--- src/hdl/assert_macros.svh ---
// Assertion macros shared by the scheduler RTL.
// No dependencies; the including module supplies i_clk and i_rst_n.
`ifndef ASSERT_MACROS_SVH
`define ASSERT_MACROS_SVH

// Check a property on every clock edge outside reset.
`define PTS_ASSERT(label, prop, msg) \
    label: assert property (@(posedge i_clk) disable iff (!i_rst_n) (prop)) \
        else $error(msg);

// Check that a condition at one edge implies a consequence at the next edge.
`define PTS_ASSERT_NEXT(label, cond, prop, msg) \
    label: assert property (@(posedge i_clk) disable iff (!i_rst_n) \
        (cond) |=> (prop)) else $error(msg);

`endif

--- src/hdl/pts_pkg.sv ---
// Types and command codes for the periodic task scheduler.
// No dependencies; imported by the scheduler top level.
`default_nettype none
package pts_pkg;

    localparam logic [2:0] CMD_ADD      = 3'd0;
    localparam logic [2:0] CMD_ENABLE   = 3'd1;
    localparam logic [2:0] CMD_DISABLE  = 3'd2;
    localparam logic [2:0] CMD_REQUEST  = 3'd3;
    localparam logic [2:0] CMD_TICK     = 3'd4;
    localparam logic [2:0] CMD_DISPATCH = 3'd5;

    typedef struct packed {
        logic [2:0]  command;
        logic [3:0]  slot;
        logic [15:0] period_ticks;
    } t_cmd;

    typedef struct packed {
        logic       success;
        logic [3:0] chosen_slot;
    } t_result;

endpackage
`default_nettype wire

--- src/hdl/pts_tick_unit.sv ---
// Shared countdown unit: decrements one slot's countdown, detects expiry
// and selects the reload value. Depends on nothing but its parameter.
`default_nettype none
module pts_tick_unit #(
    parameter int PERIOD_BITS = 16
) (
    input  wire logic                   i_live,
    input  wire logic [PERIOD_BITS-1:0] i_count,
    input  wire logic [PERIOD_BITS-1:0] i_reload,
    output logic                        o_update,
    output logic                        o_fire,
    output logic [PERIOD_BITS-1:0]      o_next
);
    logic [PERIOD_BITS-1:0] w_dec;

    always_comb begin
        w_dec    = i_count - PERIOD_BITS'(1);
        o_update = i_live && (i_count != '0);
        o_fire   = o_update && (w_dec == '0);
        // reload on expiry
        o_next   = o_fire ? i_reload : w_dec;
    end
endmodule
`default_nettype wire

--- src/hdl/periodic_task_scheduler_top.sv ---
// Top level of the periodic task scheduler: sequencer, slot table and the
// shared countdown unit. Depends on pts_pkg, pts_tick_unit, assert_macros.svh.
//
// Usage:
//   Drive i_cmd and raise start while busy is low; the word is taken at that
//   clock edge and busy rises on the next cycle. Exactly one result word is
//   shown on o_result for one cycle, marked by o_done; the receiver cannot
//   hold it off and must take it in that cycle.
//   Add, enable, disable, request and the unused codes finish in the execute
//   state, which raises o_done. Tick walks every slot through the one shared
//   countdown unit, one slot per cycle. Dispatch walks slots from slot 0 and
//   stops at the first runnable one, or at the last slot if none is runnable.
//   The slot walk sets the rate; busy falls in the cycle o_done is high, so a
//   new word may be taken then.
//   Reset clears all slot flags, the sequencer and the result strobe; the
//   countdown and period registers are loaded by add before any use.
`default_nettype none
module periodic_task_scheduler_top #(
    parameter int TASK_COUNT  = 8,
    parameter int PERIOD_BITS = 16
) (
    input  wire logic             i_clk,
    input  wire logic             i_rst_n,
    input  wire logic             start,
    input  wire pts_pkg::t_cmd    i_cmd,
    output logic                  busy,
    output logic                  o_done,
    output pts_pkg::t_result      o_result
);
    import pts_pkg::*;

    localparam int IDX_W = (TASK_COUNT > 1) ? $clog2(TASK_COUNT) : 1;
    localparam logic [IDX_W-1:0] LAST_IDX = IDX_W'(TASK_COUNT - 1);
    localparam logic [4:0] SLOT_LIMIT = 5'(TASK_COUNT);

    typedef enum logic [2:0] {
        ST_IDLE = 3'b001,
        ST_EXEC = 3'b010,
        ST_SCAN = 3'b100
    } t_state;

    t_state                  r_state, n_state;
    t_cmd                    r_cmd, n_cmd;
    logic [IDX_W-1:0]        r_idx, n_idx;
    logic [TASK_COUNT-1:0]   r_valid, n_valid;
    logic [TASK_COUNT-1:0]   r_enabled, n_enabled;
    logic [TASK_COUNT-1:0]   r_ready, n_ready;
    logic                    r_done, n_done;
    t_result                 r_result, n_result;

    logic [PERIOD_BITS-1:0]  r_count [TASK_COUNT];
    logic [PERIOD_BITS-1:0]  r_period [TASK_COUNT];

    logic                    w_in_range;
    logic [IDX_W-1:0]        w_slot_idx;
    logic [PERIOD_BITS-1:0]  w_period;
    logic                    w_cnt_we;
    logic [IDX_W-1:0]        w_cnt_addr;
    logic [PERIOD_BITS-1:0]  w_cnt_wdata;
    logic                    w_per_we;
    logic                    w_live;
    logic                    w_update;
    logic                    w_fire;
    logic [PERIOD_BITS-1:0]  w_next;

    assign w_in_range = ({1'b0, r_cmd.slot} < SLOT_LIMIT);
    assign w_slot_idx = r_cmd.slot[IDX_W-1:0];
    assign w_period   = PERIOD_BITS'(r_cmd.period_ticks);
    assign w_live     = r_valid[r_idx] && r_enabled[r_idx];

    pts_tick_unit #(
        .PERIOD_BITS(PERIOD_BITS)
    ) u_tick (
        .i_live   (w_live),
        .i_count  (r_count[r_idx]),
        .i_reload (r_period[r_idx]),
        .o_update (w_update),
        .o_fire   (w_fire),
        .o_next   (w_next)
    );

    always_comb begin
        n_state     = r_state;
        n_cmd       = r_cmd;
        n_idx       = r_idx;
        n_valid     = r_valid;
        n_enabled   = r_enabled;
        n_ready     = r_ready;
        n_done      = 1'b0;
        n_result    = r_result;
        w_cnt_we    = 1'b0;
        w_cnt_addr  = r_idx;
        w_cnt_wdata = w_next;
        w_per_we    = 1'b0;

        unique case (r_state)
            ST_IDLE: begin
                if (start) begin
                    n_cmd   = i_cmd;
                    n_state = ST_EXEC;
                end
            end
            ST_EXEC: begin
                n_result = '0;
                n_done   = 1'b1;
                n_state  = ST_IDLE;
                unique case (r_cmd.command)
                    CMD_ADD: begin
                        if (w_in_range && !r_valid[w_slot_idx]) begin
                            n_valid[w_slot_idx]   = 1'b1;
                            n_enabled[w_slot_idx] = 1'b1;
                            n_ready[w_slot_idx]   = 1'b0;
                            w_cnt_we              = 1'b1;
                            w_cnt_addr            = w_slot_idx;
                            w_cnt_wdata           = w_period;
                            w_per_we              = 1'b1;
                            n_result.success      = 1'b1;
                        end
                    end
                    CMD_ENABLE: begin
                        if (w_in_range) n_enabled[w_slot_idx] = 1'b1;
                    end
                    CMD_DISABLE: begin
                        if (w_in_range) n_enabled[w_slot_idx] = 1'b0;
                    end
                    CMD_REQUEST: begin
                        if (w_in_range) n_ready[w_slot_idx] = 1'b1;
                    end
                    CMD_TICK, CMD_DISPATCH: begin
                        // hold the result until the slot walk ends
                        n_done  = 1'b0;
                        n_idx   = '0;
                        n_state = ST_SCAN;
                    end
                    default: begin
                    end
                endcase
            end
            ST_SCAN: begin
                if (r_cmd.command == CMD_TICK) begin
                    if (w_update) begin
                        w_cnt_we = 1'b1;
                        if (w_fire) n_ready[r_idx] = 1'b1;
                    end
                    if (r_idx == LAST_IDX) begin
                        n_done  = 1'b1;
                        n_state = ST_IDLE;
                    end else begin
                        n_idx = r_idx + IDX_W'(1);
                    end
                end else begin
                    // dispatch: stop at the first runnable slot
                    priority if (w_live && r_ready[r_idx]) begin
                        n_ready[r_idx]       = 1'b0;
                        n_result.success     = 1'b1;
                        n_result.chosen_slot = 4'(r_idx);
                        n_done               = 1'b1;
                        n_state              = ST_IDLE;
                    end else if (r_idx == LAST_IDX) begin
                        n_done  = 1'b1;
                        n_state = ST_IDLE;
                    end else begin
                        n_idx = r_idx + IDX_W'(1);
                    end
                end
            end
            default: begin
                n_state = ST_IDLE;
            end
        endcase
    end

    always_ff @(posedge i_clk) begin
        if (!i_rst_n) begin
            r_state   <= ST_IDLE;
            r_idx     <= '0;
            r_valid   <= '0;
            r_enabled <= '0;
            r_ready   <= '0;
            r_done    <= 1'b0;
        end else begin
            r_state   <= n_state;
            r_idx     <= n_idx;
            r_valid   <= n_valid;
            r_enabled <= n_enabled;
            r_ready   <= n_ready;
            r_done    <= n_done;
        end
    end

    always_ff @(posedge i_clk) begin
        r_cmd    <= n_cmd;
        r_result <= n_result;
        if (w_cnt_we) r_count[w_cnt_addr] <= w_cnt_wdata;
        if (w_per_we) r_period[w_slot_idx] <= w_period;
    end

    assign busy     = (r_state != ST_IDLE);
    assign o_done   = r_done;
    assign o_result = r_result;

`include "assert_macros.svh"

    `PTS_ASSERT_NEXT(a_accept_busy, start && !busy, busy, "accepted word did not raise busy")
    `PTS_ASSERT(a_done_after_work, !o_done || $past(busy), "result strobe without work")
    `PTS_ASSERT(a_fail_slot_zero, !(o_done && !o_result.success) || (o_result.chosen_slot == 4'd0), "failed result carries a slot")
    `PTS_ASSERT_NEXT(a_valid_sticky, 1'b1, (r_valid & $past(r_valid)) == $past(r_valid), "occupied slot was freed")

endmodule
`default_nettype wire

--- config.mk ---
export PLATFORM = sky130hd
export DESIGN_NAME = periodic_task_scheduler_top
export DESIGN_NICKNAME = d
export VERILOG_FILES = /design/src/hdl/pts_pkg.sv /design/src/hdl/pts_tick_unit.sv /design/src/hdl/periodic_task_scheduler_top.sv
export VERILOG_INCLUDE_DIRS = /design/src /design/src/hdl
export SDC_FILE = /design/constraint.sdc
export NUM_CORES = 1
export LEC_CHECK = 0
export ABC_CLOCK_PERIOD_IN_PS = 6300
export BUFFER_PORTS_ARGS = -buffer_cell sky130_fd_sc_hd__buf_4
export CORE_ASPECT_RATIO = 1.1
export CORE_MARGIN = 2
export CORE_UTILIZATION = 30
export DETAILED_ROUTE_END_ITERATION = 12
export GPL_TIMING_DRIVEN = 0
export SLEW_MARGIN = 30
export SYNTH_ARGS = -nofsm -noshare
export SYNTH_HDL_FRONTEND = slang
export SYNTH_SLANG_ARGS = --single-unit
--- constraint.sdc ---
create_clock -name i_clk -period 6.3 [get_ports i_clk]
set_input_delay 0.315 -clock i_clk [delete_from_list [all_inputs] [get_ports i_clk]]
set_output_delay 0.315 -clock i_clk [all_outputs]
set_load 0.01 [all_outputs]
==> results.sh <==
export IMPL_ant_nets=0
export IMPL_outcome="finished clean"
export IMPL_nets=948
export IMPL_yosysTopAreaCell="edfxtp_1"
export IMPL_finalMaxSlewViolations=0
export IMPL_place_congestion=0.902
export IMPL_n_antenna_cell=0
export IMPL_via_per_inst=5.09
export IMPL_crit_path_max_fanout=10
export IMPL_yosys_cell_count_top_type="edfxtp_1"
export IMPL_setup_slack_ps=1020
export IMPL_area_growth_pct=17.7
export IMPL_worst_pin_slew_ps=956
export IMPL_synth_fp_nets=857
export IMPL_dr_total_vias=7754
export IMPL_setup_viol=0
export IMPL_drive_gt1_frac=0.222
export IMPL_path_clk_slew_ps=70
export IMPL_rsz0062_at_grt="false"
export IMPL_hold_path_depth=3
export IMPL_pwr_density_cell_nw_per_um2=261
export IMPL_slew_headroom=0.357
export IMPL_yosysWarnings=0
export IMPL_critPathKind="reg -> reg"
export IMPL_cp_required_ps=6550
export IMPL_r2r_setup_slack_ps=1020
export IMPL_grt_usage=0.136
export IMPL_synth_area_leaders="edfxtp_1, mux4_2, dfxtp_1, nor2_1, mux2_2"
export IMPL_synth_async_reset_ratio=0
export IMPL_p_seq_frac=0.563
export IMPL_synth_flop_cell="edfxtp_1"
export IMPL_routedWlPerCell_um=20.5
export IMPL_ys_types=65
export IMPL_synth_edf_count=283
export IMPL_min_period_over_period=0.838
export IMPL_finalHoldViolCount=0
export IMPL_ir_drop_uv=275
export IMPL_power_mw=4.12
export IMPL_drc_errors=0
export IMPL_grt_pass1_vias=8085
export IMPL_clkPwrFrac=0.408
export IMPL_period_minus_slack_ps=5280
export IMPL_max_freq_ghz=0.189
export IMPL_reg2regPathDepth=13
export IMPL_min_from="i_rst_n"
export IMPL_grt_max_degree=27
export IMPL_seq_area_frac_synth=0.684
export IMPL_cts_tree="built"
export IMPL_cts_made_buffers=29
export IMPL_max_cap_viol_count=0
export IMPL_cts_root_buf="clkbuf_16"
export IMPL_p_leak_nw=4.80
export IMPL_arrival_ps=5530
export IMPL_synth_common_cells="edfxtp_1, nor2_1, mux4_2"
export IMPL_drt_wl_total_mm=31.1
export IMPL_initial_utilization=0.303
export IMPL_whs_ps=141
export IMPL_clockBufferDepth=3
export IMPL_hp_class="in -> reg"
export IMPL_rr_endpoint="r_count[6][10]"
export IMPL_synthCells=828
export IMPL_switchingPower_mw=0.848
export IMPL_power_internal_mw=3.27
export IMPL_synth_seq_cells=317
export IMPL_critPathLaunchType="register"
export IMPL_syn_cell_area_um2=13400
export IMPL_tns_ps=0
export IMPL_nFillCells=4146
export IMPL_antenna_found_initial=0
export IMPL_grt_pass1_wl_mm=48.4
export IMPL_top_level_ports=33
export IMPL_clock_sinks=317
export IMPL_overflow=0
export IMPL_syn_avg_cell_area_um2=16.2
export IMPL_io_buffer_count=30
export IMPL_dieArea_um2=46500
export IMPL_htreeDepth=1
export IMPL_pwr_share_comb=0.029
export IMPL_dr_pass1_iters=5
export IMPL_hpwl_mm=20.9
export IMPL_die_h_um=226
export IMPL_core_um2=44300
export IMPL_p_sw_frac=0.206
export IMPL_synth_top_cell_area_share=0.633
export IMPL_crit_path_end_kind="register"
export IMPL_drtIter0Drc=596
export IMPL_place_ws_ps=895
export IMPL_clock_skew_ps=14.5
export IMPL_rows=81
export IMPL_clkLatencyLatePin_ps=570
export IMPL_die_w_um=206
## worst max-delay path, stage by stage (launching register included)
cell       delay [ps]
dfxtp_1           320
buf_6             150
buf_6             190
buf_4             280
buf_2             370
mux2i_1           560
ha_1              340
o211ai_4          160
or3_1             420
a2111o_1          470
a2111oi_4         630
buf_6             230
nand4_1            90
a31oi_1           720
## cell families after synthesis
group           count (synthesis)  share of synthesized area
mux                           107                      0.146
flops                         317                      0.684
xor+xnor                       12                    0.00783
simple gates                  208                     0.0791
buf+inv                        56                     0.0197
other cells                     1                   0.000279
compound gates                124                     0.0606
fa+ha+maj                       3                    0.00280
## per-layer routing
metal,GRT usage,share of wire
met1,0.178,0.43
met2,0.236,0.51
met3,0.0153,0.042
met4,0.0453,0.027
met5,0,0
## worst max path at each step
stage                           to  slack (ps)  cells after the start
floorplan            r_count[0][0]        2210                     12
global placement    r_count[7][11]         840                     11
detailed placement  r_count[7][10]         890                     13
CTS                 r_count[0][10]         890                     13
global route        r_count[5][10]         600                     13
finish              r_count[6][10]        1020                     13
## cell type report
class / count / area [um2] / share of cell area
repair buffers: 60 / 611 / 0.0387
clock buffers: 31 / 733 / 0.0464
plain buffers: 51 / 249 / 0.0158
multi-input cells: 455 / 4110 / 0.260
flip-flops and latches: 317 / 9180 / 0.581
clock inverters: 22 / 169 / 0.0107
inverters: 5 / 18.8 / 0.00119
well taps: 581 / 727 / 0.0460
## per-stage QoR
step,area [um2],util,std cells
finish,15800,0.357,1522
global route,15800,0.357,1522
CTS,15800,0.356,1522
detailed placement,14700,0.331,1446
global placement,14400,0.325,1439
floorplan,13400,-,828
## state kept, by name, summed over array words and instances, names as in the netlist, named ones only
signal / cells
o_result: 4
o_done: 1
r_state: 3
r_idx: 3
r_valid: 8
w_period: 16
r_period: 128
r_cmd: 7
r_count: 128
## power by group through the flow
stage / Sequential, mW / Combinational, mW / Clock [mW]
after floorplan: 2.35 / 0.0666 / 0
after global placement: 2.36 / 0.105 / 0
after detailed placement: 2.36 / 0.108 / 0
after CTS: 2.32 / 0.119 / 1.73
after global routing: 2.32 / 0.129 / 1.80
final: 2.32 / 0.119 / 1.68
## cells in the final DEF, fill, tap and decap left out, drive strengths merged, types with 17 or more instances in the layout
cell         count
nand2           32
a21oi           34
a31oi           18
dfxtp           34
mux2            20
mux2i           21
dlygate4sd3     23
buf             56
nor2            64
nand4           28
nor3            17
mux4            66
clkbuf          63
clkinv          18
o21ai           33
edfxtp         283
## repair_timing
action                    4_1_cts  5_1_grt
setup buffers                   0        0
hold buffers                   23        0
gates resized for setup         0        0
hold endpoints to repair       23        0
Power figures use the tool's default switching activity.
